### config.mk
export PLATFORM = sky130hd
export DESIGN_NAME = polygon_perimeter_core
export DESIGN_NICKNAME = d
export VERILOG_FILES = /design/src/design/ppc_pkg.sv /design/src/design/ppc_ctrl.sv /design/src/design/ppc_datapath.sv /design/src/design/polygon_perimeter_core.sv
export SDC_FILE = /design/constraint.sdc
export NUM_CORES = 1
export LEC_CHECK = 0
export BUFFER_PORTS_ARGS = -buffer_cell sky130_fd_sc_hd__buf_2
export CAP_MARGIN = 40
export CORE_ASPECT_RATIO = 1.4
export CORE_MARGIN = 4
export CORE_UTILIZATION = 65
export DETAILED_ROUTE_END_ITERATION = 7
export GPL_ROUTABILITY_DRIVEN = 0
export GPL_TIMING_DRIVEN = 1
export PLACE_DENSITY_LB_ADDON = 0.3
export SLEW_MARGIN = 20
export SYNTH_ARGS = -nofsm -noshare
export SYNTH_HDL_FRONTEND = slang
export SYNTH_SLANG_ARGS = --single-unit
### constraint.sdc
create_clock -name clock -period 15.85 [get_ports clock]
set_input_delay 2.3775 -clock clock [delete_from_list [all_inputs] [get_ports clock]]
set_output_delay 2.3775 -clock clock [all_outputs]
set_load 0.01 [all_outputs]
### src/design/ppc_pkg.sv
package ppc_pkg;

   localparam int COORD_W           = 16;
   localparam int SUM_W             = 24;
   localparam int COUNT_W           = 8;
   localparam int SQ_W              = 2 * (COORD_W + 1);
   localparam int ROOT_W            = COORD_W + 1;
   localparam int REM_W             = ROOT_W + 3;
   localparam int ITER_W            = $clog2(ROOT_W);
   localparam int MAX_SIDES_DEFAULT = 128;

   typedef struct packed {
      logic signed [COORD_W-1:0] x_coord;
      logic signed [COORD_W-1:0] y_coord;
      logic                      last_point;
   } req_type;

   typedef struct packed {
      logic [SUM_W-1:0]   perimeter;
      logic [COUNT_W-1:0] side_count;
      logic               overflow;
   } rsp_type;

   typedef struct packed {
      logic capture;
      logic sel_first;
      logic square_x;
      logic square_y;
      logic root_step;
      logic accumulate;
      logic finish;
   } cmd_type;

   typedef struct packed {
      logic need_edge;
      logic last;
      logic root_done;
   } status_type;

   typedef enum logic [2:0] {
      ST_IDLE,
      ST_DISPATCH,
      ST_SQ_X,
      ST_SQ_Y,
      ST_ROOT,
      ST_ACC,
      ST_FINISH
   } state_type;

endpackage

### src/design/ppc_ctrl.sv
module ppc_ctrl
   import ppc_pkg::*;
(
   input  logic       clock,
   input  logic       reset,
   input  logic       start,
   input  status_type status,
   output cmd_type    cmd,
   output logic       busy
);

   state_type state_ff, state_in;
   logic      close_ff, close_in;

   always_ff @(posedge clock) begin
      if (reset) begin
         state_ff <= ST_IDLE;
         close_ff <= 1'b0;
      end else begin
         state_ff <= state_in;
         close_ff <= close_in;
      end
   end

   always_comb begin
      state_in = state_ff;
      close_in = close_ff;
      unique case (state_ff)
         ST_IDLE: begin
            if (start) begin
               state_in = ST_DISPATCH;
               close_in = 1'b0;
            end
         end
         ST_DISPATCH: begin
            priority if (status.need_edge) begin
               state_in = ST_SQ_X;
            end else if (status.last) begin
               state_in = ST_SQ_X;
               close_in = 1'b1;
            end else begin
               state_in = ST_FINISH;
            end
         end
         ST_SQ_X: state_in = ST_SQ_Y;
         ST_SQ_Y: state_in = ST_ROOT;
         ST_ROOT: begin
            if (status.root_done) begin
               state_in = ST_ACC;
            end
         end
         ST_ACC: begin
            if (!close_ff && status.last) begin
               state_in = ST_SQ_X;
               close_in = 1'b1;
            end else begin
               state_in = ST_FINISH;
            end
         end
         ST_FINISH: state_in = ST_IDLE;
         default:   state_in = ST_IDLE;
      endcase
   end

   always_comb begin
      cmd            = '0;
      cmd.sel_first  = close_ff;
      busy           = 1'b1;
      unique case (state_ff)
         ST_IDLE: begin
            busy        = 1'b0;
            cmd.capture = start;
         end
         ST_DISPATCH: ;
         ST_SQ_X:   cmd.square_x   = 1'b1;
         ST_SQ_Y:   cmd.square_y   = 1'b1;
         ST_ROOT:   cmd.root_step  = 1'b1;
         ST_ACC:    cmd.accumulate = 1'b1;
         ST_FINISH: cmd.finish     = 1'b1;
         default:   busy           = 1'b1;
      endcase
   end

endmodule

### src/design/ppc_datapath.sv
module ppc_datapath
   import ppc_pkg::*;
#(
   parameter int MAX_SIDES = MAX_SIDES_DEFAULT
)
(
   input  logic       clock,
   input  logic       reset,
   input  cmd_type    cmd,
   input  req_type    req_item,
   output status_type status,
   output logic       rsp_valid,
   output rsp_type    rsp_item
);

   logic signed [COORD_W-1:0] first_x_ff, first_y_ff, prev_x_ff, prev_y_ff;
   logic signed [COORD_W-1:0] cur_x_ff, cur_y_ff;
   logic                      last_ff, need_edge_ff;
   logic [SUM_W-1:0]          sum_ff;
   logic [COUNT_W-1:0]        count_ff;
   logic                      ovf_ff;
   logic [SQ_W-1:0]           sq_ff;
   logic [REM_W-1:0]          rem_ff;
   logic [ROOT_W-1:0]         root_ff;
   logic [ITER_W-1:0]         iter_ff;
   logic                      rsp_valid_ff;
   rsp_type                   rsp_item_ff;

   logic signed [COORD_W-1:0] other_x, other_y;
   logic signed [COORD_W:0]   diff_x, diff_y, diff_sel;
   logic signed [SQ_W-1:0]    prod;
   logic [REM_W-1:0]          rem_shift, trial;
   logic [SUM_W:0]            sum_ext;
   logic [COUNT_W-1:0]        count_next;
   logic                      ovf_next;

   assign other_x   = cmd.sel_first ? first_x_ff : prev_x_ff;
   assign other_y   = cmd.sel_first ? first_y_ff : prev_y_ff;
   assign diff_x    = {cur_x_ff[COORD_W-1], cur_x_ff} - {other_x[COORD_W-1], other_x};
   assign diff_y    = {cur_y_ff[COORD_W-1], cur_y_ff} - {other_y[COORD_W-1], other_y};
   assign diff_sel  = cmd.square_y ? diff_y : diff_x;
   assign prod      = diff_sel * diff_sel;
   assign rem_shift = {rem_ff[REM_W-3:0], sq_ff[SQ_W-1 -: 2]};
   assign trial     = {1'b0, root_ff, 2'b01};
   assign sum_ext   = {1'b0, sum_ff} + (SUM_W + 1)'(root_ff);

   always_comb begin
      count_next = count_ff;
      ovf_next   = ovf_ff;
      if (need_edge_ff) begin
         if (count_ff >= COUNT_W'(MAX_SIDES)) begin
            ovf_next = 1'b1;
         end else begin
            count_next = count_ff + 1'b1;
         end
      end
   end

   always_ff @(posedge clock) begin
      if (reset) begin
         first_x_ff   <= '0;
         first_y_ff   <= '0;
         prev_x_ff    <= '0;
         prev_y_ff    <= '0;
         sum_ff       <= '0;
         count_ff     <= '0;
         ovf_ff       <= 1'b0;
         rsp_valid_ff <= 1'b0;
      end else begin
         rsp_valid_ff <= 1'b0;
         if (cmd.capture && count_ff == '0) begin
            first_x_ff <= req_item.x_coord;
            first_y_ff <= req_item.y_coord;
            count_ff   <= COUNT_W'(1);
         end
         if (cmd.accumulate) begin
            if (sum_ext[SUM_W]) begin
               sum_ff <= '1;
               ovf_ff <= 1'b1;
            end else begin
               sum_ff <= sum_ext[SUM_W-1:0];
            end
         end
         if (cmd.finish) begin
            rsp_valid_ff <= last_ff;
            if (last_ff) begin
               first_x_ff <= '0;
               first_y_ff <= '0;
               prev_x_ff  <= '0;
               prev_y_ff  <= '0;
               sum_ff     <= '0;
               count_ff   <= '0;
               ovf_ff     <= 1'b0;
            end else begin
               prev_x_ff <= cur_x_ff;
               prev_y_ff <= cur_y_ff;
               count_ff  <= count_next;
               ovf_ff    <= ovf_next;
            end
         end
      end
   end

   always_ff @(posedge clock) begin
      if (cmd.capture) begin
         cur_x_ff     <= req_item.x_coord;
         cur_y_ff     <= req_item.y_coord;
         last_ff      <= req_item.last_point;
         need_edge_ff <= (count_ff != '0);
      end
      if (cmd.square_x) begin
         sq_ff <= unsigned'(prod);
      end
      if (cmd.square_y) begin
         sq_ff   <= sq_ff + unsigned'(prod);
         rem_ff  <= '0;
         root_ff <= '0;
         iter_ff <= ITER_W'(ROOT_W - 1);
      end
      if (cmd.root_step) begin
         sq_ff   <= {sq_ff[SQ_W-3:0], 2'b00};
         iter_ff <= iter_ff - 1'b1;
         if (rem_shift >= trial) begin
            rem_ff  <= rem_shift - trial;
            root_ff <= {root_ff[ROOT_W-2:0], 1'b1};
         end else begin
            rem_ff  <= rem_shift;
            root_ff <= {root_ff[ROOT_W-2:0], 1'b0};
         end
      end
      if (cmd.finish) begin
         rsp_item_ff.perimeter  <= sum_ff;
         rsp_item_ff.side_count <= count_next;
         rsp_item_ff.overflow   <= ovf_next;
      end
   end

   assign status.need_edge = need_edge_ff;
   assign status.last      = last_ff;
   assign status.root_done = (iter_ff == '0);
   assign rsp_valid        = rsp_valid_ff;
   assign rsp_item         = rsp_item_ff;

endmodule

### src/design/polygon_perimeter_core.sv
// Each vertex passes through dispatch and finish; every edge that it closes adds the
// squaring of x and then y on the shared multiplier, 17 square-root iterations and
// one accumulate. The last vertex also closes the edge back to the first vertex;
// the result strobe comes in the first cycle in which busy is low.
// The receiver cannot stall. Synchronous active-high reset clears the controller,
// the first and previous vertices, the running sum, the vertex count and the overflow flag.
module polygon_perimeter_core
   import ppc_pkg::*;
#(
   parameter int MAX_SIDES = MAX_SIDES_DEFAULT
)
(
   input  logic    clock,
   input  logic    reset,
   input  logic    start,
   output logic    busy,
   input  req_type req_item,
   output logic    rsp_valid,
   output rsp_type rsp_item
);

   cmd_type    cmd;
   status_type status;

   ppc_ctrl u_ctrl (
      .clock  (clock),
      .reset  (reset),
      .start  (start),
      .status (status),
      .cmd    (cmd),
      .busy   (busy)
   );

   ppc_datapath #(
      .MAX_SIDES (MAX_SIDES)
   ) u_datapath (
      .clock     (clock),
      .reset     (reset),
      .cmd       (cmd),
      .req_item  (req_item),
      .status    (status),
      .rsp_valid (rsp_valid),
      .rsp_item  (rsp_item)
   );

   // A result only appears once the controller has returned to idle.
   a_rsp_when_idle: assert property (@(posedge clock) disable iff (reset)
      rsp_valid |-> !busy)
      else $error("result strobe while busy");

   a_single_strobe: assert property (@(posedge clock) disable iff (reset)
      rsp_valid |=> !rsp_valid)
      else $error("result strobe lasted more than one cycle");

   a_count_range: assert property (@(posedge clock) disable iff (reset)
      rsp_valid |-> (rsp_item.side_count != '0 &&
                     rsp_item.side_count <= COUNT_W'(MAX_SIDES)))
      else $error("side count out of range");

   a_start_busy: assert property (@(posedge clock) disable iff (reset)
      start && !busy |=> busy && !rsp_valid)
      else $error("accepted transfer did not raise busy");

endmodule

* Yosys cells after proc, flatten, opt, wreduce, memory -nomap -nowiden *
Cells that the tools add are included.

storage, ports and cells
  register bits after elaboration = 243
  bits of input ports = 36
  output and inout port bits = 35
  word-level logic and storage cells = 117

operators by class
  add/subtract/negate cells = 7
  multipliers = 1
  magnitude comparators = 2
  equality and inequality tests = 11
  multiplexer cells = 55
  bitwise operators = 1
  reductions and logical operators = 18

operators by type and width
  kind                                            number
  2-to-1 mux 16 bit                               10
  2-to-1 mux 34 bit                               3
  2-to-1 mux 24 bit                               4
  2-to-1 mux 18 bit                               3
  2-to-1 mux 17 bit                               3
  2-to-1 mux 8 bit                                5
  adder 34 bit                                    1
  multiplier 17 x 17 -> 34 bit                    1
  subtractor 16 x 16 -> 17 bit                    2
  adder 24 x 17 -> 25 bit                         1
  >= comparator 20 x 19 -> 1 bit                  1
  2-to-1 mux 1 bit                                18
  one-hot mux 3 bit (6 select lines)              1
  subtractor 18 bit                               1
  2-to-1 mux 3 bit                                5
  2-to-1 mux 5 bit                                2
  nonzero test 2 bit                              5
  == test 3 bit (second input constant)           3
  adder 8 x 1 -> 8 bit (second input constant)    1
  >= comparator 8 bit (second input constant)     1
  zero test 8 bit                                 1
  nonzero test 8 bit                              1
  == test 3 x 2 -> 1 bit (second input constant)  2
  inequality test 2 bit (second input constant)   3
  other kinds (13)                                17

* Depth between registers and ports, before layout *
Gate-level depths: netlist (run 1).

  word-level depth = 7
  mapped depth = 47
  mapped depth without buffers = 45

* Modules after synthesis *
From an unflattened synthesis (run 1), not the netlist that was laid out.

unflattened totals
  cells, all modules = 2,570
  area, all modules = 24,115.6 sq um

by module, submodules not included
  module        times used  cells an instance  area an instance (sq um)
  ppc_datapath  1           2,539              23,829.1
  ppc_ctrl      1           31                 286.5

* Worst setup path before layout (run 1) *
OpenSTA, ideal clock, no wires.

  path kind = reg2reg
  from = register u_ctrl.close_ff
  to = register u_datapath.sq_ff[33], data pin
  setup time = 0.271 ns
  arrival = 10.219 ns
  required time = 15.579 ns
  path slack = 5.361 ns
  stages on the path, launching flop included = 44
  clock period less this slack = 10.489 ns
  path through = dfxtp_1 -> clkbuf_1 -> buf_1 -> mux2i_1 -> ha_1 -> nor2b_1 -> o21ai_1 -> a21boi_1 -> o31a_1 -> o41a_1 -> a21o_1 -> a31o_2 -> xnor2_1 -> o21ai_1 -> inv_2 -> buf_4 -> nor2_1 -> fa_1 -> (+8 left out) -> inv_1 -> ha_1 -> and4_1 -> a221o_1 -> a31oi_4 -> nor2_1 -> o21a_1 -> nor2_1 -> xnor2_1 -> ha_1 -> and3_1 -> a311oi_1 -> a41oi_1 -> nor3_1 -> o21ai_0 -> a211oi_2 -> xnor2_1 -> a21oi_1

on the way
  cells in the longest elaborated chain, start to end = 7
  elaborated cells on any way between the ends = 10
  those cells by class = add/sub (3); mul (1); mux (6)

ends and longest elaborated chain
  item                                                    line                                      RTL
  start, declared                                         ppc_ctrl.sv:13                            logic close_ff, close_in;
  start signal, assigned                                  ppc_ctrl.sv:21                            close_ff <= close_in;
  2-to-1 mux 16 bit, on equally long branches             ppc_datapath.sv:37, ppc_datapath.sv:38
  subtractor 16 x 16 -> 17 bit, on equally long branches  ppc_datapath.sv:39, ppc_datapath.sv:40
  2-to-1 mux 17 bit *                                     ppc_datapath.sv:41                        assign diff_sel = cmd.square_y ? diff_y : diff_x;
  multiplier 17 x 17 -> 34 bit *                          ppc_datapath.sv:42                        assign prod = diff_sel * diff_sel;
  adder 34 bit or 2-to-1 mux 34 bit (tied branches)       ppc_datapath.sv:115, ppc_datapath.sv:111
  2-to-1 mux 34 bit *                                     ppc_datapath.sv:114                       if (cmd.square_y) begin
  2-to-1 mux 34 bit *                                     ppc_datapath.sv:120                       if (cmd.root_step) begin
  end signal, assigned                                    ppc_datapath.sv:112                       sq_ff <= unsigned'(prod);
  end signal, assigned                                    ppc_datapath.sv:115                       sq_ff <= sq_ff + unsigned'(prod);
  end signal, assigned                                    ppc_datapath.sv:121                       sq_ff <= {sq_ff[SQ_W-3:0], 2'b00};
  end, declared                                           ppc_datapath.sv:22                        logic [SQ_W-1:0] sq_ff;

Every way passes the cells marked *; elsewhere a longest branch is shown, timed or not. The select of a mux whose other input is x is not followed.
A chain may end at the register's enable or synchronous reset.

* Worst setup path in the final report (run 1) *
Same ends and word-level chain as after synthesis.

==> impl_summary.txt, run 1 <==
----------------------------------------------------
[Routing]
  Remaining number of nets flagged by the antenna check after routing ... 0
  Post-DR wirelength/cell ... 18.63 um
  Overall via count from detail_route ... 18770
  Total DRC errors in the routed layout ... 0
  Initial detailed-routing violation count ... 1380
  Final routed wirelength across all metal layers ... 57590 um
  Iteration count of the initial detailed-routing pass ... 6
  Vias per inst ... 6.071

[Global route]
  GRT Total Usage ... 0.2867
  Grt total ovfl ... 0
  Global-route wire length before repair ... 94040 um
  Initial antenna violation count ... 1
  Vias in the first global route ... 19770
  Maximum number of pins on one net before global-route repair ... 67

[Min path]
  Tightest Hold Check Type ... reg -> reg

[Timing]
  Number of setup violations in the final report ... 0
  Setup total negative slack ... 0 ns
  Transition time of the tightest slew-check pin ... 0.8570 ns
  Ratio of final minimum period to clock period ... 0.7647
  Min Tclk post-route ... 12.12 ns
  Final worst slack ... 3.729 ns
  RSZ-0062 raised after global routing ... no
  Max-slew violation count ... 0
  Largest clock skew in the final design ... 0.01194 ns
  Worst hold margin ... 0.4483 ns
  Top achievable clock speed ... 0.08250 GHz
  Relative slew slack ... 0.4164
  Total count of hold-check failures in the final report ... 0

[Clock network]
  Number of buffers inserted for hold repair after clock tree synthesis ... 0
  CTS H-tree depth ... 1
  Number of clock buffers inserted by TritonCTS ... 28
  Root buf cell ... sky130_fd_sc_hd__clkbuf_16
  Clock transition time at the flip-flop clock pins of the worst setup and hold paths ... 0.06 ns
  Clock buffer depth ... 3
  Worst-Skew Late Latency ... 0.54 ns
  Number of setup buffers added after CTS ... 0
  Clock sink count ... 243
  Number of gates given a new drive strength after cts ... 0
  TritonCTS clock tree ... done

[Synthesis]
  Synth Warn # ... 0
  Number of synthesized register bits ... 243
  Ys async rst share ... 0
  Post-Syn Nets ... 3063
  Top area cells in the synthesized netlist ... sky130_fd_sc_hd__fa_1 23%, sky130_fd_sc_hd__edfxtp_1 17%, sky130_fd_sc_hd__ha_1 10%
  Seq/Total Area, Yosys ... 0.2605
  Flip-flop cell with the highest count after synthesis ... sky130_fd_sc_hd__edfxtp_1
  Post-synthesis cell count ... 2561
  Top cell type's share of synthesized area ... 0.2268
  Leading cell types by count after synthesis ... 365 x sky130_fd_sc_hd__inv_1, 272 x sky130_fd_sc_hd__fa_1, 263 x sky130_fd_sc_hd__nand2_1
  Cell type contributing the most total cell area after synthesis ... sky130_fd_sc_hd__fa_1
  Average footprint of a synthesized cell ... 9.376 um2
  Number of enable flip-flop cells after synthesis ... 139
  Post-Syn Area ... 24010 um2
  Netlist cell types ... 86
  Dominant cell by count in the synthesized netlist ... sky130_fd_sc_hd__inv_1

[Floorplan]
  Starting density of the core ... 0.6569
  Row cnt ... 83
  Core area ... 36560 um2
  DIE WIDTH ... 170.4 um
  Area of the die ... 40130 um2
  Count of pins on the block boundary ... 71
  Die Ht ... 235.4 um

[Critical path]
  Crit path capture type ... register
  Top delay family on crit path ... adder cells
  Library cell appearing most often on the critical path ... sky130_fd_sc_hd__fa_1
  Setup crit start kind ... register
  Data arrival at the endpoint of the critical path ... 12.37 ns
  Largest driver fanout on the critical path ... 18
  Critical Setup Path Class ... reg -> reg
  WP buf/inv ... 7
  Largest incremental delay on the critical path ... 0.63 ns
  Crit-path slowest cell ... sky130_fd_sc_hd__dfxtp_2
  Endpoint required time on the critical path ... 16.10 ns

[Layout]
  Total of fill cells in the finished design ... 2700
  Post-route insts no fill ... 3091
  Signed area change from the synthesized netlist to the final layout ... 7.550%
  Share of final-layout standard cells stronger than drive strength 1 ... 0.07091
  Final-stage net count ... 3103

[Placed design]
  Cell Count Post-Placement ... 3034
  Total of buffers placed on input and output ports ... 70
  Detail Placement HPWL ... 43410 um
  DP Worst Slack ... 3.867 ns

[Run status]
  Result of the run ... finished, final reports clean

[Flow run]
  MaxCap Viol Count ... 0

----------------------------------------------------
[cell type report]
type | count | area (um2) | share of cell area
Multi-Input combinational cell | 1855 | 15990 | 0.6192
Antenna cell | 1 | 2.502 | 0.00009689
Timing Repair Buffer | 96 | 593.1 | 0.02296
Inverter | 377 | 1420 | 0.05499
Sequential cell | 243 | 6257 | 0.2423
Clock inverter | 8 | 71.32 | 0.002761
Tap cell | 467 | 584.3 | 0.02262
Clock buffer | 44 | 905.9 | 0.03508
[sequential cells by signal, summed over array words and instances, names as in the netlist, 5 cells and up]
name                   flops
u_datapath.count_ff        8
u_datapath.cur_x_ff       16
u_datapath.cur_y_ff       16
u_datapath.first_x_ff     16
u_datapath.first_y_ff     16
u_datapath.iter_ff         5
u_datapath.prev_x_ff      16
u_datapath.prev_y_ff      16
u_datapath.rem_ff         18
u_datapath.root_ff        17
u_datapath.rsp_item       33
u_datapath.sq_ff          34
u_datapath.sum_ff         24
[routing by layer]
metal / GRT usage / part of all wire / up-vias
met5: 0 / 0 / -
met4: 0.1605 / 0.066 / 0
met3: 0.02990 / 0.050 / 245
met2: 0.5119 / 0.52 / 690
met1: 0.3319 / 0.36 / 9164
li1: - / - / 8667
[cell usage in the layout, fill, tap and decap left out, drive strengths merged, types with 19 or more instances in the layout]
| cell type | netlist | final |
|---|---|---|
| nand3 | 29 | 29 |
| fa | 272 | 272 |
| o21ai | 90 | 90 |
| and3 | 19 | 19 |
| a21oi | 201 | 201 |
| inv | 374 | 374 |
| clkbuf | 60 | 44 |
| o21a | 21 | 21 |
| nand3b | 31 | 31 |
| a211oi | 20 | 20 |
| xnor2 | 86 | 86 |
| and2 | 29 | 29 |
| mux2i | 48 | 48 |
| buf | 26 | 96 |
| dfxtp | 104 | 104 |
| xor2 | 38 | 38 |
| ha | 194 | 194 |
| edfxtp | 139 | 139 |
| nand2 | 263 | 263 |
| a21o | 50 | 50 |
| nor2 | 213 | 213 |
| nor3 | 24 | 24 |
[worst register-to-register path, delay by kind of cell (launching register included)]
kind	cells	cell delay (ns)
AND/OR/NAND/NOR	6	1.37
flip-flops	1	0.63
multiplexers	1	0.23
AO/OA/AOI/OAI	16	3.76
buffers and inverters	7	1.24
adder cells (fa/ha/maj)	10	4.14
XOR/XNOR	3	0.48
[kinds of logic after synthesis]
logic type	after synthesis	synth area share
AND/OR/NAND/NOR	694	0.1318
buffers and inverters	463	0.07415
multiplexers	51	0.02194
adder cells (fa/ha/maj)	466	0.3278
AO/OA/AOI/OAI	520	0.1385
flip-flops	243	0.2605
XOR/XNOR	124	0.04523
[final timing paths]
check                                  startpoint                                   end  slack (ns)  depth (start not counted)
max reg2reg          u_ctrl.close_ff$_SDFFE_PP0P_        u_datapath.sq_ff[33]$_DFFE_PP_        3.73                         43
min reg2reg  u_datapath.prev_x_ff[7]$_SDFFE_PP0P_  u_datapath.prev_x_ff[7]$_SDFFE_PP0P_        0.45                          2
min          u_datapath.prev_x_ff[7]$_SDFFE_PP0P_  u_datapath.prev_x_ff[7]$_SDFFE_PP0P_        0.45                          2
max                  u_ctrl.close_ff$_SDFFE_PP0P_        u_datapath.sq_ff[33]$_DFFE_PP_        3.73                         43
[through the flow]
| stage | utilization | cell area (um2) |
|---|---|---|
| 2_1_floorplan | - | 24010 |
| 3_3_place_gp | 0.6776 | 24770 |
| 3_5_place_dp | 0.6776 | 24770 |
| 4_1_cts | 0.7043 | 25750 |
| 5_1_grt | 0.7065 | 25830 |
| 6_report | 0.7065 | 25830 |
Power of run 1 is not shown: default switching activity piles up to over one toggle a cycle in this logic, so the estimate is an artifact.
==> inputs of run 2 (changes only) <==
==> constraint.sdc (replaced) <==
create_clock -name clock -period 11.25 [get_ports clock]
set_input_delay 1.6875 -clock clock [delete_from_list [all_inputs] [get_ports clock]]
set_output_delay 1.6875 -clock clock [all_outputs]
set_load 0.01 [all_outputs]
==> impl_summary.txt, run 2 (synthesis results as in run 1) <==
----------------------------------------------------
[Run status]
  Result of the run ... finished, final reports clean

[Global route]
  GRT Total Usage ... 0.2905
  Initial antenna violation count ... 2
  Vias in the first global route ... 19920
  Grt total ovfl ... 0
  Maximum number of pins on one net before global-route repair ... 45
  Global-route wire length before repair ... 96040 um

[Critical path]
  Crit-path slowest cell ... sky130_fd_sc_hd__fa_1
  Endpoint required time on the critical path ... 11.52 ns
  Critical Setup Path Class ... reg -> reg
  Crit path capture type ... register
  Top delay family on crit path ... adder cells
  Largest driver fanout on the critical path ... 10
  Data arrival at the endpoint of the critical path ... 11.10 ns
  WP buf/inv ... 6
  Setup crit start kind ... register
  Largest incremental delay on the critical path ... 0.56 ns
  Library cell appearing most often on the critical path ... sky130_fd_sc_hd__fa_1

[Floorplan]
  Count of pins on the block boundary ... 71
  Die Ht ... 235.4 um
  Starting density of the core ... 0.6569
  Row cnt ... 83
  Area of the die ... 40130 um2
  DIE WIDTH ... 170.4 um
  Core area ... 36560 um2

[Placed design]
  Standard cell area after detailed placement ... 24940 um2
  Detail Placement HPWL ... 44760 um
  DP Worst Slack ... 0.1578 ns
  Total of buffers placed on input and output ports ... 70

[Timing]
  Relative slew slack ... 0.4794
  Transition time of the tightest slew-check pin ... 0.7801 ns
  Final worst slack ... 0.4181 ns
  Max-slew violation count ... 0
  Number of setup violations in the final report ... 0
  Top achievable clock speed ... 0.09232 GHz
  Min Tclk post-route ... 10.83 ns
  Ratio of final minimum period to clock period ... 0.9628
  Largest clock skew in the final design ... 0.008433 ns
  Worst hold margin ... 0.4501 ns
  Total count of hold-check failures in the final report ... 0

[Routing]
  Iteration count of the initial detailed-routing pass ... 8
  Total DRC errors in the routed layout ... 0
  Final routed wirelength across all metal layers ... 58560 um
  Initial detailed-routing violation count ... 1494
  Remaining number of nets flagged by the antenna check after routing ... 0
  Overall via count from detail_route ... 18780
  Vias per inst ... 6.036
  Post-DR wirelength/cell ... 18.82 um

[Clock network]
  TritonCTS clock tree ... done
  Root buf cell ... sky130_fd_sc_hd__clkbuf_16
  Clock buffer depth ... 3
  Clock transition time at the flip-flop clock pins of the worst setup and hold paths ... 0.06 ns
  Number of buffers inserted for hold repair after clock tree synthesis ... 0
  Worst-Skew Late Latency ... 0.54 ns
  Clock sink count ... 243
  CTS H-tree depth ... 1
  Number of clock buffers inserted by TritonCTS ... 26

[Layout]
  Share of final-layout standard cells stronger than drive strength 1 ... 0.08210
  Total of fill cells in the finished design ... 2675
  Leading registers by flop count ... u_datapath.sq_ff: 34 flops, u_datapath.rsp_item: 33 flops, u_datapath.sum_ff: 24 flops
  Core occupancy in the finished layout ... 0.7125
  Most flop-heavy register ... u_datapath.sq_ff
  Leading cell type in the layout, fill and taps excluded ... sky130_fd_sc_hd__inv_1
  Area of all placed cells without fillers ... 26050 um2
  Final-stage net count ... 3125
  Commonest cells after routing, fill and taps aside ... 363 x sky130_fd_sc_hd__inv_1, 271 x sky130_fd_sc_hd__fa_1, 262 x sky130_fd_sc_hd__nand2_1, 208 x sky130_fd_sc_hd__nor2_1, 200 x sky130_fd_sc_hd__a21oi_1
  Number of flip-flops in the largest register ... 34
  Signed area change from the synthesized netlist to the final layout ... 8.462%

[Flow run]
  MaxCap Viol Count ... 0

[Min path]
  Tightest Hold Check Type ... reg -> reg

----------------------------------------------------
run 2: cell count changes in the layout (fill, tap and decap cells not counted), sizes merged:
cell,before,now
buf,96,120
bufinv,1,4
clkbuf,44,34
clkinv,9,10
clkinvlp,1,4
diode,1,2
inv,374,373
run 2: timing repair:
action                     4_1_cts  5_1_grt
resized for setup                0       13
setup buffers                    0       12
setup endpoints to repair        0        6
run 2: cell type report:
| cell class | instances | area (um2) | share of cell area |
|---|---|---|---|
| Timing Repair Buffer | 120 | 798.3 | 0.03065 |
| Antenna cell | 2 | 5.005 | 0.0001922 |
| Sequential cell | 243 | 6260 | 0.2403 |
| Inverter | 377 | 1428 | 0.05481 |
| Clock inverter | 14 | 177.7 | 0.006822 |
| Tap cell | 467 | 584.3 | 0.02243 |
| Clock buffer | 34 | 764.5 | 0.02935 |
| Multi-Input combinational cell | 1855 | 16030 | 0.6154 |
run 2: metrics by stage:
stage	TNS (ns)	cells
detailed placement	0	3049
global placement	0	3046
CTS	0	3097
floorplan	0	2561
finish	0	3112
global route	-0.004247	3112
run 2: path summary, 6_finish.rpt:
| kind | from | to | slack, ns | cells after the start |
|---|---|---|---|---|
| hold / removal | u_datapath.prev_x_ff[15]$_SDFFE_PP0P_ | u_datapath.prev_x_ff[15]$_SDFFE_PP0P_ | 0.45 | 2 |
| setup reg to reg | u_ctrl.close_ff$_SDFFE_PP0P_ | u_datapath.sq_ff[33]$_DFFE_PP_ | 0.42 | 40 |
| hold reg to reg | u_datapath.prev_x_ff[15]$_SDFFE_PP0P_ | u_datapath.prev_x_ff[15]$_SDFFE_PP0P_ | 0.45 | 2 |
| setup / recovery | u_ctrl.close_ff$_SDFFE_PP0P_ | u_datapath.sq_ff[33]$_DFFE_PP_ | 0.42 | 40 |
run 2: per-layer routing:
layer | track usage | part of all wire | up-vias
li1 | - | - | 8684
met1 | 0.3310 | 0.36 | 9180
met2 | 0.5166 | 0.52 | 656
met3 | 0.04065 | 0.052 | 264
met4 | 0.1642 | 0.068 | 0
met5 | 0 | 0 | -
run 2: tightest hold or removal path, cell delays in order (launching register included):
cell and delay (ns):
sky130_fd_sc_hd__dfxtp_1 0.31, sky130_fd_sc_hd__nand2_1 0.05, sky130_fd_sc_hd__a21oi_1 0.05
Power of run 2 is left out for the same reason.
